[config.mk]
export PLATFORM = sky130hd
export DESIGN_NAME = random_fault_injector_top
export DESIGN_NICKNAME = d
export VERILOG_FILES = /design/src/rtl/core/rfi_pkg.sv /design/src/rtl/core/rfi_mul64.sv /design/src/rtl/core/rfi_mod64.sv /design/src/rtl/core/random_fault_injector_top.sv
export SDC_FILE = /design/constraint.sdc
export NUM_CORES = 2
export LEC_CHECK = 0
export ABC_CLOCK_PERIOD_IN_PS = 13500
export BUFFER_PORTS_ARGS = -buffer_cell sky130_fd_sc_hd__buf_4
export CORE_ASPECT_RATIO = 0.5
export CORE_MARGIN = 1
export CORE_UTILIZATION = 65
export DETAILED_ROUTE_END_ITERATION = 16
export PLACE_DENSITY_LB_ADDON = 0.1
export SLEW_MARGIN = 10
export SYNTH_ARGS = -nofsm -noshare
export SYNTH_HDL_FRONTEND = slang
export SYNTH_SLANG_ARGS = --single-unit
[constraint.sdc]
create_clock -name i_clk -period 13.5 [get_ports i_clk]
set_input_delay 1.35 -clock i_clk [delete_from_list [all_inputs] [get_ports i_clk]]
set_output_delay 1.35 -clock i_clk [all_outputs]
set_load 0.02 [all_outputs]
[src/rtl/core/rfi_pkg.sv]
// Package for the random fault injector: payload types, register indexes and constants.
package rfi_pkg;

    localparam int unsigned CFG_ADDR_W = 2;
    localparam int unsigned CFG_DATA_W = 32;

    localparam logic [CFG_ADDR_W-1:0] REG_INJECT_ENABLE = 2'd0;
    localparam logic [CFG_ADDR_W-1:0] REG_FAIL_ONE_IN   = 2'd1;
    localparam logic [CFG_ADDR_W-1:0] REG_IGNORE_FIRST  = 2'd2;

    localparam logic [31:0] RST_FAIL_ONE_IN = 32'd1000;

    localparam logic [63:0] FNV_BASIS = 64'hCBF2_9CE4_8422_2325;
    localparam logic [63:0] FNV_PRIME = 64'h0000_0100_0000_01B3;
    localparam logic [63:0] SM_GAMMA  = 64'h9E37_79B9_7F4A_7C15;
    localparam logic [63:0] SM_MUL1   = 64'hBF58_476D_1CE4_E5B9;
    localparam logic [63:0] SM_MUL2   = 64'h94D0_49BB_1331_11EB;

    typedef struct packed {
        logic       kind;
        logic [7:0] seed_byte;
        logic       seed_last;
        logic       caller_allowlisted;
    } t_in_item;

    typedef struct packed {
        logic        fail;
        logic        random_hit;
        logic [63:0] request_number;
    } t_out_item;

endpackage

[src/rtl/core/rfi_mul64.sv]
// Iterative 64x64 low-half multiplier built on one shared 32x32 multiplier.
module rfi_mul64 (
    input  logic        i_clk,
    input  logic        i_rst_n,
    input  logic        i_start,
    input  logic [63:0] i_a,
    input  logic [63:0] i_b,
    output logic        o_done,
    output logic [63:0] o_prod
);
    logic [63:0] r_a;
    logic [63:0] r_b;
    logic [63:0] r_prod;
    logic [63:0] r_acc;
    logic [1:0]  r_step;
    logic        r_busy;
    logic        r_done;
    logic [31:0] w_op_x;
    logic [31:0] w_op_y;
    logic [63:0] w_pp;

    always_comb begin
        case (r_step)
            2'd0: begin
                w_op_x = r_a[31:0];
                w_op_y = r_b[31:0];
            end
            2'd1: begin
                w_op_x = r_a[31:0];
                w_op_y = r_b[63:32];
            end
            default: begin
                w_op_x = r_a[63:32];
                w_op_y = r_b[31:0];
            end
        endcase
    end

    assign w_pp = {32'd0, w_op_x} * {32'd0, w_op_y};

    always_ff @(posedge i_clk) begin
        if (!i_rst_n) begin
            r_busy <= 1'b0;
            r_done <= 1'b0;
            r_step <= 2'd0;
        end else begin
            r_done <= 1'b0;
            if (i_start) begin
                r_busy <= 1'b1;
                r_step <= 2'd0;
            end else if (r_busy) begin
                r_step <= r_step + 2'd1;
                if (r_step == 2'd3) begin
                    r_busy <= 1'b0;
                    r_done <= 1'b1;
                end
            end
        end
    end

    always_ff @(posedge i_clk) begin
        if (i_start) begin
            r_a <= i_a;
            r_b <= i_b;
        end else if (r_busy) begin
            case (r_step)
                2'd0: r_prod <= w_pp;
                2'd1: begin
                    r_acc  <= r_prod;
                    r_prod <= w_pp;
                end
                2'd2: begin
                    r_acc[63:32] <= r_acc[63:32] + r_prod[31:0];
                    r_prod       <= w_pp;
                end
                default: r_acc[63:32] <= r_acc[63:32] + r_prod[31:0];
            endcase
        end
    end

    assign o_done = r_done;
    assign o_prod = r_acc;

endmodule

[src/rtl/core/rfi_mod64.sv]
// Bit-serial restoring remainder of a 64-bit dividend by a nonzero 32-bit divisor.
module rfi_mod64 (
    input  logic        i_clk,
    input  logic        i_rst_n,
    input  logic        i_start,
    input  logic [63:0] i_dividend,
    input  logic [31:0] i_divisor,
    output logic        o_done,
    output logic [31:0] o_rem
);
    logic [63:0] r_dvd;
    logic [31:0] r_dvs;
    logic [31:0] r_rem;
    logic [5:0]  r_cnt;
    logic        r_busy;
    logic        r_done;
    logic [32:0] w_trial;
    logic [33:0] w_sub;

    assign w_trial = {r_rem, r_dvd[63]};
    assign w_sub   = {1'b0, w_trial} - {2'b00, r_dvs};

    always_ff @(posedge i_clk) begin
        if (!i_rst_n) begin
            r_busy <= 1'b0;
            r_done <= 1'b0;
            r_cnt  <= 6'd0;
        end else begin
            r_done <= 1'b0;
            if (i_start) begin
                r_busy <= 1'b1;
                r_cnt  <= 6'd0;
            end else if (r_busy) begin
                r_cnt <= r_cnt + 6'd1;
                if (r_cnt == 6'd63) begin
                    r_busy <= 1'b0;
                    r_done <= 1'b1;
                end
            end
        end
    end

    always_ff @(posedge i_clk) begin
        if (i_start) begin
            r_dvd <= i_dividend;
            r_dvs <= i_divisor;
            r_rem <= 32'd0;
        end else if (r_busy) begin
            r_dvd <= {r_dvd[62:0], 1'b0};
            r_rem <= w_sub[33] ? w_trial[31:0] : w_sub[31:0];
        end
    end

    assign o_done = r_done;
    assign o_rem  = r_rem;

endmodule

[src/rtl/core/random_fault_injector_top.sv]
// Random fault injector top level: sequencer, state registers and output register.
//
// Usage:
//   Input channel (i_in_valid / o_in_stall, payload i_in_data) carries seed bytes
//   and allocation requests. Output channel (o_out_valid / i_out_stall, payload
//   o_out_data) carries one decision per counted request.
//   Seed bytes fold into an FNV-1a hash through the shared multiplier and give
//   no output. The byte flagged last loads the hash into the random state.
//   Requests while injection is disabled give no output.
//   Requests inside the ignore window skip the draw and report no hit.
//   Other requests step splitmix64: two 64-bit multiplies on the one 32x32
//   multiplier, then a bit-serial remainder unless the divisor is zero, in which
//   case a hit needs a zero draw. One item is worked on at a time; o_in_stall
//   is high while it runs.
//   The result sits in an output register; a stalled receiver holds it, and a
//   finished decision waits until that register frees up.
//   Reset (synchronous, active low) restores configuration registers to defaults,
//   clears the random state and counters and reloads the FNV offset basis.
//   Configuration writes take effect at once and belong to idle periods.
module random_fault_injector_top (
    input  logic                         i_clk,
    input  logic                         i_rst_n,
    input  logic                         i_in_valid,
    output logic                         o_in_stall,
    input  rfi_pkg::t_in_item            i_in_data,
    output logic                         o_out_valid,
    input  logic                         i_out_stall,
    output rfi_pkg::t_out_item           o_out_data,
    input  logic                         i_cfg_we,
    input  logic [rfi_pkg::CFG_ADDR_W-1:0] i_cfg_addr,
    input  logic [rfi_pkg::CFG_DATA_W-1:0] i_cfg_data
);
    import rfi_pkg::*;

    typedef enum logic [2:0] {
        S_IDLE,
        S_SEED,
        S_MIX_GO,
        S_MIX1,
        S_MIX2,
        S_MOD,
        S_FIN
    } t_state;

    t_state      r_state;
    logic        r_enable;
    logic [31:0] r_fail_one_in;
    logic [31:0] r_ignore_first;
    logic [63:0] r_rand;
    logic [63:0] r_hash;
    logic [63:0] r_req_total;
    logic [31:0] r_skipped;
    logic        r_last;
    logic        r_allow;
    logic        r_res_hit;
    logic        r_out_valid;
    t_out_item   r_out_data;

    logic        w_in_xfer;
    logic        w_mul_start;
    logic [63:0] w_mul_a;
    logic [63:0] w_mul_b;
    logic        w_mul_done;
    logic [63:0] w_mul_prod;
    logic [63:0] w_draw;
    logic        w_mod_start;
    logic        w_mod_done;
    logic [31:0] w_mod_rem;
    logic        w_out_free;

    assign w_in_xfer  = i_in_valid && (r_state == S_IDLE);
    assign w_draw     = w_mul_prod ^ (w_mul_prod >> 31);
    assign w_out_free = !r_out_valid || !i_out_stall;

    always_comb begin
        w_mul_start = 1'b0;
        w_mul_a     = 64'd0;
        w_mul_b     = 64'd0;
        case (r_state)
            S_IDLE: begin
                w_mul_start = w_in_xfer && i_in_data.kind;
                w_mul_a     = r_hash ^ {56'd0, i_in_data.seed_byte};
                w_mul_b     = FNV_PRIME;
            end
            S_MIX_GO: begin
                w_mul_start = 1'b1;
                w_mul_a     = r_rand ^ (r_rand >> 30);
                w_mul_b     = SM_MUL1;
            end
            S_MIX1: begin
                w_mul_start = w_mul_done;
                w_mul_a     = w_mul_prod ^ (w_mul_prod >> 27);
                w_mul_b     = SM_MUL2;
            end
            default: begin
                w_mul_start = 1'b0;
            end
        endcase
    end

    assign w_mod_start = (r_state == S_MIX2) && w_mul_done && (r_fail_one_in != 32'd0);

    rfi_mul64 u_mul (
        .i_clk   (i_clk),
        .i_rst_n (i_rst_n),
        .i_start (w_mul_start),
        .i_a     (w_mul_a),
        .i_b     (w_mul_b),
        .o_done  (w_mul_done),
        .o_prod  (w_mul_prod)
    );

    rfi_mod64 u_mod (
        .i_clk      (i_clk),
        .i_rst_n    (i_rst_n),
        .i_start    (w_mod_start),
        .i_dividend (w_draw),
        .i_divisor  (r_fail_one_in),
        .o_done     (w_mod_done),
        .o_rem      (w_mod_rem)
    );

    always_ff @(posedge i_clk) begin
        if (!i_rst_n) begin
            r_state        <= S_IDLE;
            r_enable       <= 1'b1;
            r_fail_one_in  <= RST_FAIL_ONE_IN;
            r_ignore_first <= 32'd0;
            r_rand         <= 64'd0;
            r_hash         <= FNV_BASIS;
            r_req_total    <= 64'd0;
            r_skipped      <= 32'd0;
            r_out_valid    <= 1'b0;
        end else begin
            if ((r_state == S_FIN) && w_out_free) begin
                r_out_valid <= 1'b1;
            end else if (r_out_valid && !i_out_stall) begin
                r_out_valid <= 1'b0;
            end

            if (i_cfg_we) begin
                case (i_cfg_addr)
                    REG_INJECT_ENABLE: r_enable       <= i_cfg_data[0];
                    REG_FAIL_ONE_IN:   r_fail_one_in  <= i_cfg_data;
                    REG_IGNORE_FIRST:  r_ignore_first <= i_cfg_data;
                    default:           ;
                endcase
            end

            case (r_state)
                S_IDLE: begin
                    if (w_in_xfer) begin
                        r_last  <= i_in_data.seed_last;
                        r_allow <= i_in_data.caller_allowlisted;
                        if (i_in_data.kind) begin
                            r_state <= S_SEED;
                        end else if (r_enable) begin
                            r_req_total <= r_req_total + 64'd1;
                            if (r_skipped < r_ignore_first) begin
                                r_skipped <= r_skipped + 32'd1;
                                r_res_hit <= 1'b0;
                                r_state   <= S_FIN;
                            end else begin
                                r_rand  <= r_rand + SM_GAMMA;
                                r_state <= S_MIX_GO;
                            end
                        end
                    end
                end
                S_SEED: begin
                    if (w_mul_done) begin
                        if (r_last) begin
                            r_rand <= w_mul_prod;
                            r_hash <= FNV_BASIS;
                        end else begin
                            r_hash <= w_mul_prod;
                        end
                        r_state <= S_IDLE;
                    end
                end
                S_MIX_GO: begin
                    r_state <= S_MIX1;
                end
                S_MIX1: begin
                    if (w_mul_done) begin
                        r_state <= S_MIX2;
                    end
                end
                S_MIX2: begin
                    if (w_mul_done) begin
                        if (r_fail_one_in == 32'd0) begin
                            r_res_hit <= (w_draw == 64'd0);
                            r_state   <= S_FIN;
                        end else begin
                            r_state <= S_MOD;
                        end
                    end
                end
                S_MOD: begin
                    if (w_mod_done) begin
                        r_res_hit <= (w_mod_rem == 32'd0);
                        r_state   <= S_FIN;
                    end
                end
                S_FIN: begin
                    if (w_out_free) begin
                        r_out_data.fail            <= r_res_hit && !r_allow;
                        r_out_data.random_hit      <= r_res_hit;
                        r_out_data.request_number  <= r_req_total;
                        r_state                    <= S_IDLE;
                    end
                end
                default: begin
                    r_state <= S_IDLE;
                end
            endcase
        end
    end

    assign o_in_stall  = (r_state != S_IDLE);
    assign o_out_valid = r_out_valid;
    assign o_out_data  = r_out_data;

`ifndef SYNTHESIS
    a_out_from_fin: assert property (@(posedge i_clk) disable iff (!i_rst_n)
        $rose(o_out_valid) |-> $past(r_state == S_FIN))
        else $error("output became valid outside the finish state");

    a_mul_done_state: assert property (@(posedge i_clk) disable iff (!i_rst_n)
        w_mul_done |-> (r_state == S_SEED || r_state == S_MIX1 || r_state == S_MIX2))
        else $error("multiplier finished while the sequencer was not waiting");

    a_mod_done_state: assert property (@(posedge i_clk) disable iff (!i_rst_n)
        w_mod_done |-> (r_state == S_MOD))
        else $error("remainder unit finished while the sequencer was not waiting");

    a_seed_goes_mul: assert property (@(posedge i_clk) disable iff (!i_rst_n)
        (w_in_xfer && i_in_data.kind) |=> (r_state == S_SEED))
        else $error("seed byte transfer did not start a hash step");
`endif

endmodule

Word-level counts from Yosys, hierarchy flattened:

Cells that the tools add are included.

* output and inout port bits: 68
* register bits after elaboration: 758

* order comparisons: 1
* bitwise gates (word level): 10
* equal/unequal tests: 25
* mux-type cells: 46
* reductions and logical operators: 43
* add/sub/neg operators: 7
* multiply operators: 1

Operators by type and width (count)
* 64-bit 2-to-1 mux: 9
* 64-bit case mux with 3 select lines: 2
* 64-bit case mux with 2 select lines: 1
* 32-bit 2-to-1 mux: 3
* 64-bit by 1-bit adder with 64-bit output, second input constant: 1
* 64-bit adder, second input constant: 1
* 32-bit logical NOT: 2
* 64-bit logical NOT: 1
* 32-bit by 32-bit multiplier with 64-bit output: 1
* 32-bit case mux with 2 select lines: 1
* 64-bit by 33-bit bitwise XOR with 64-bit output: 1
* 64-bit by 34-bit bitwise XOR with 64-bit output: 1
* 64-bit by 37-bit bitwise XOR with 64-bit output: 1
* 64-bit by 8-bit bitwise XOR with 64-bit output: 1
* 33-bit by 32-bit subtractor with 34-bit output: 1
* 32-bit by 1-bit adder with 32-bit output, second input constant: 1
* 32-bit adder: 1
* 32-bit < comparator: 1
* 32-bit nonzero test: 1
* 3-bit 2-to-1 mux: 9
* 3-bit case mux with 7 select lines: 1
* 1-bit 2-to-1 mux: 17
* 3-bit AND reduction: 5
* 7-bit AND reduction: 2
* 27 further kinds: 68

Logic depth before layout (Yosys ltp):

* word-level depth: 6
* depth in mapped cells: 36
* depth with buffers taken out: 33

Modules after synthesis:

A second synthesis with hierarchy kept.

* cell total of the unflattened synthesis: 7441
* area, all modules: 69411.6 µm²

By module, submodules not included
* rfi_mul64: instances 1, seq. area each 7767.4 µm², cells an instance 4398, area an instance 43010.0 µm²
* random_fault_injector_top: instances 1, seq. area each 7937.6 µm², cells an instance 2365, area an instance 18955.7 µm²
* rfi_mod64: instances 1, seq. area each 3683.5 µm², cells an instance 678, area an instance 7445.9 µm²

Least setup slack after synthesis:

OpenSTA, ideal clock, no wires.

* path kind: register to register
* start point: register u_mul.r_step[1]
* end point: register u_mul.r_prod[62] (data pin)
* path slack: 3.966 ns
* data arrival time: 9.339 ns
* stages on the path, launching flop included: 30
* path through: dfxtp_1 inv_1 ha_1 clkbuf_1 nor2_1 clkbuf_1 buf_1 mux2i_1 clkbuf_1 nor2_1 fa_1 inv_1 fa_1 fa_1 fa_1 inv_1 fa_1 fa_1 fa_1 fa_1 ha_1 clkbuf_1 nand4_1 or4_1 a21oi_1 o21ai_1 a21oi_1 a31oi_1 o31a_1 o311ai_0

* cells in the longest elaborated chain, start to end: 4
* elaborated cells between the ends (all ways): 6

RTL lines
* start: declaration: line rfi_mul64.sv:15 `logic [1:0] r_step;`
* start signal: assignment: line rfi_mul64.sv:52 `r_step <= r_step + 2'd1;`
* 2-bit by 1-bit equality test with 1-bit output / 2-bit logical NOT (equally long branches): line rfi_mul64.sv:23 `case (r_step)`
* 2-bit OR reduction (no line)
* 32-bit 2-to-1 mux: line rfi_mul64.sv:23
* 32-bit by 32-bit multiplier with 64-bit output (*): line rfi_mul64.sv:39 `assign w_pp = {32'd0, w_op_x} * {32'd0, w_op_y};`
* via u_mul.w_pp[62]: line rfi_mul64.sv:20 `logic [63:0] w_pp;`
* end signal: assignment: line rfi_mul64.sv:67 `2'd0: r_prod <= w_pp;`
* end signal: assignment: line rfi_mul64.sv:70 `r_prod <= w_pp;`
* end signal: assignment: line rfi_mul64.sv:74 `r_prod <= w_pp;`
* end: declaration: line rfi_mul64.sv:13 `logic [63:0] r_prod;`

The timed path passes the listed nets; every way through them passes the cells marked *.
A chain may end at the register's enable or synchronous reset.

Final worst setup path:

Same ends and word-level chain as after synthesis.

==> flow_metrics.env <==
export IMPL_grt_pass1_wl_microns=322000
export IMPL_end_kind="flip-flop"
export IMPL_grt_pass1_vias=51300
export IMPL_period_share_pct=79.3
export IMPL_io_buffers=117
export IMPL_place_gp_congestion=1.11
export IMPL_grt_start_max_net_pins=164
export IMPL_coreArea_sq_um=97700
export IMPL_htreeDepth=3
export IMPL_skew_ps=27.5
export IMPL_ys_ff_latch=700
export IMPL_track_usage_pct=43.6
export IMPL_synth_edf_count=363
export IMPL_hold_buffers=0
export IMPL_num_rows=81
export IMPL_setup_viol=0
export IMPL_syn_area_sq_um=64100
export IMPL_routed_via_density=6.33
export IMPL_synth_cells=6891
export IMPL_setup_tns_final_ps=0
export IMPL_clock_latency_ps=620
export IMPL_startpoint_type="flip-flop"
export IMPL_antenna_found_initial=9
export IMPL_num_vias=51900
export IMPL_rsz0062_at_grt="no"
export IMPL_drv_slew=0
export IMPL_outcome="finished with violations"
export IMPL_cts_buffer_depth=3
export IMPL_area_growth_pct=6.87
export IMPL_synthDistinctLibCells=90
export IMPL_syn_num_nets=8199
export IMPL_ys_warnings_count=0
export IMPL_max_slew_margin_pct=4.12
export IMPL_cts_setup_buffers=0
export IMPL_cp_max_fo=36
export IMPL_wirelength_microns=217000
export IMPL_drive_gt1_share_pct=5.98
export IMPL_required_ps=13910
export IMPL_hold_viol=0
export IMPL_cts_root_buf="clkbuf_16"
export IMPL_die_x_microns=446
export IMPL_maxCapViolations=0
export IMPL_layout_min_cycle_time_ps=10700
export IMPL_antenna_left=0
export IMPL_worst_pin_slew_ps=1400
export IMPL_cts_tree="done"
export IMPL_gr_total_overflow=0
export IMPL_num_io_pins=118
export IMPL_synth_area_per_cell_sq_um=9.31
export IMPL_drc=4
export IMPL_dp_hpwl_microns=169000
export IMPL_die_h_microns=224
export IMPL_die_area_sq_um=100000
export IMPL_violations="design-rule violations"
export IMPL_clock_sinks=700
export IMPL_start_util_pct=65.6
export IMPL_cts_resized=0
export IMPL_hold_path_class="reg -> reg"
export IMPL_whs_ps=452
export IMPL_wl_per_cell_microns=26.5
export IMPL_dr_first_iter_drc_count=6518
export IMPL_numCtsBuffers=71
export IMPL_path_clk_slew_ps=60
export IMPL_ys_async_sr_fraction_pct=0
export IMPL_nNetsFinal=8121
export IMPL_timing_fmax_mhz=93.5
export IMPL_synth_ff_type="edfxtp_1"
export IMPL_dr_pass1_iters=12
export IMPL_arrival_ps=11110
export IMPL_crit_type="reg -> reg"
export IMPL_synth_seq_area_share_pct=27.5
final timing paths:
kind,startpoint,cells after the start,slack [ps],end
max reg2reg,u_mul.r_step[1]$_SDFFE_PP0P_,27,2800,u_mul.r_prod[62]$_DFFE_PP_
min,r_hash[41]$_SDFFE_PN0P_,2,450,r_hash[41]$_SDFFE_PN0P_
max,u_mul.r_step[1]$_SDFFE_PP0P_,27,2800,u_mul.r_prod[62]$_DFFE_PP_
min reg2reg,r_hash[41]$_SDFFE_PN0P_,2,450,r_hash[41]$_SDFFE_PN0P_
layout by cell type, fill, tap and decap left out, types with 30 or more instances in the layout:
cell type	Yosys	layout
mux2_2	33	33
nand2b_1	30	30
buf_4	0	194
inv_1	1025	1023
nand3b_1	45	45
nor3_1	92	92
ha_1	452	451
fa_1	806	806
nand4_1	56	56
a21oi_1	460	457
nor4_1	36	36
o22ai_1	36	36
o21ai_0	268	268
nand3_1	86	86
or3_1	32	32
xor2_1	118	118
a21o_1	110	110
clkbuf_16	0	75
dfxtp_1	337	334
nor2_1	759	749
and3_1	37	37
nand2_1	709	703
a211oi_1	31	31
edfxtp_1	363	363
xnor2_1	209	209
mux2i_1	70	65
flip-flops by register name (all words and copies together), names as in the netlist, 64 cells and up:
register,cells
o_out_data,66
r_hash,64
r_rand,64
r_req_total,64
u_mod.r_dvd,64
u_mul.o_prod,64
u_mul.r_a,64
u_mul.r_prod,64
worst max-delay path, cell delays in order, from the launching register on:
cell      delay, ps
dfxtp_1         370
inv_1            90
ha_2            350
nor2_4          770
buf_12          350
mux2i_1        1110
nor2_1          460
fa_1            550
fa_1            490
fa_1            550
inv_1            50
fa_1            480
inv_1            60
fa_1            500
fa_1            470
fa_1            520
inv_1            50
fa_1            470
inv_1            40
ha_1            380
nand4_1         180
or4_1           580
a21oi_1         250
o21ai_1         190
a21oi_1         320
a31oi_1         180
o31a_1          310
o311ai_0        320
Yosys cell counts (56+ instances only):
cell type	number	area share [%]
fa_1	806	25
a21o_1	110	1.3
mux2i_1	70	1.1
nor3_1	92	0.72
ha_1	452	8.8
edfxtp_1	363	17
nor2_1	759	4.4
clkbuf_1	310	1.8
nand2_1	709	4.1
nand3_1	86	0.67
dfxtp_1	337	11
xnor2_1	209	2.9
nand4_1	56	0.55
xor2_1	118	1.6
inv_1	1025	6.0
a21oi_1	460	3.6
o21ai_0	268	2.1
kinds of logic after synthesis:
group           after synthesis  share of synthesized area (%)
simple gates               1992                           13.6
flops                       700                           27.5
xor+xnor                    327                           4.47
buf+inv                    1373                           8.08
compound gates             1138                           10.6
fa+ha+maj                  1258                           34.0
mux                         103                           1.67
through the flow:
step / setup WS [ps] / instances / instance area [sq um] / util, %
floorplan: 3970 / 6891 / 64100 / -
global placement: 2940 / 8068 / 66100 / 67.7
detailed placement: 2900 / 8068 / 66100 / 67.7
CTS: 2900 / 8198 / 68500 / 70.1
global route: 2550 / 8198 / 68500 / 70.1
finish: 2800 / 8201 / 68500 / 70.1
routing by layer:
metal | GRT usage [%] | part of all wire, % | up-vias
li1 | - | - | 22300
met1 | 59.2 | 38 | 25300
met2 | 63.9 | 42 | 3597
met3 | 15.7 | 15 | 636
met4 | 17.3 | 4.7 | 10
met5 | 0 | 0.033 | -
area by class of cell:
cell class,instances,area [sq um]
diodes,3,7.51
multi-input cells,4818,41500
inverters,1027,3860
fillers,7572,29200
flip-flops and latches,700,17700
repair buffers,195,1480
clock inverters,37,417
clock buffers,93,2000
well taps,1328,1660
Power is left out: the tool's default activity adds up to more than one toggle a clock period on the data nets, which glitch-free logic cannot reach.
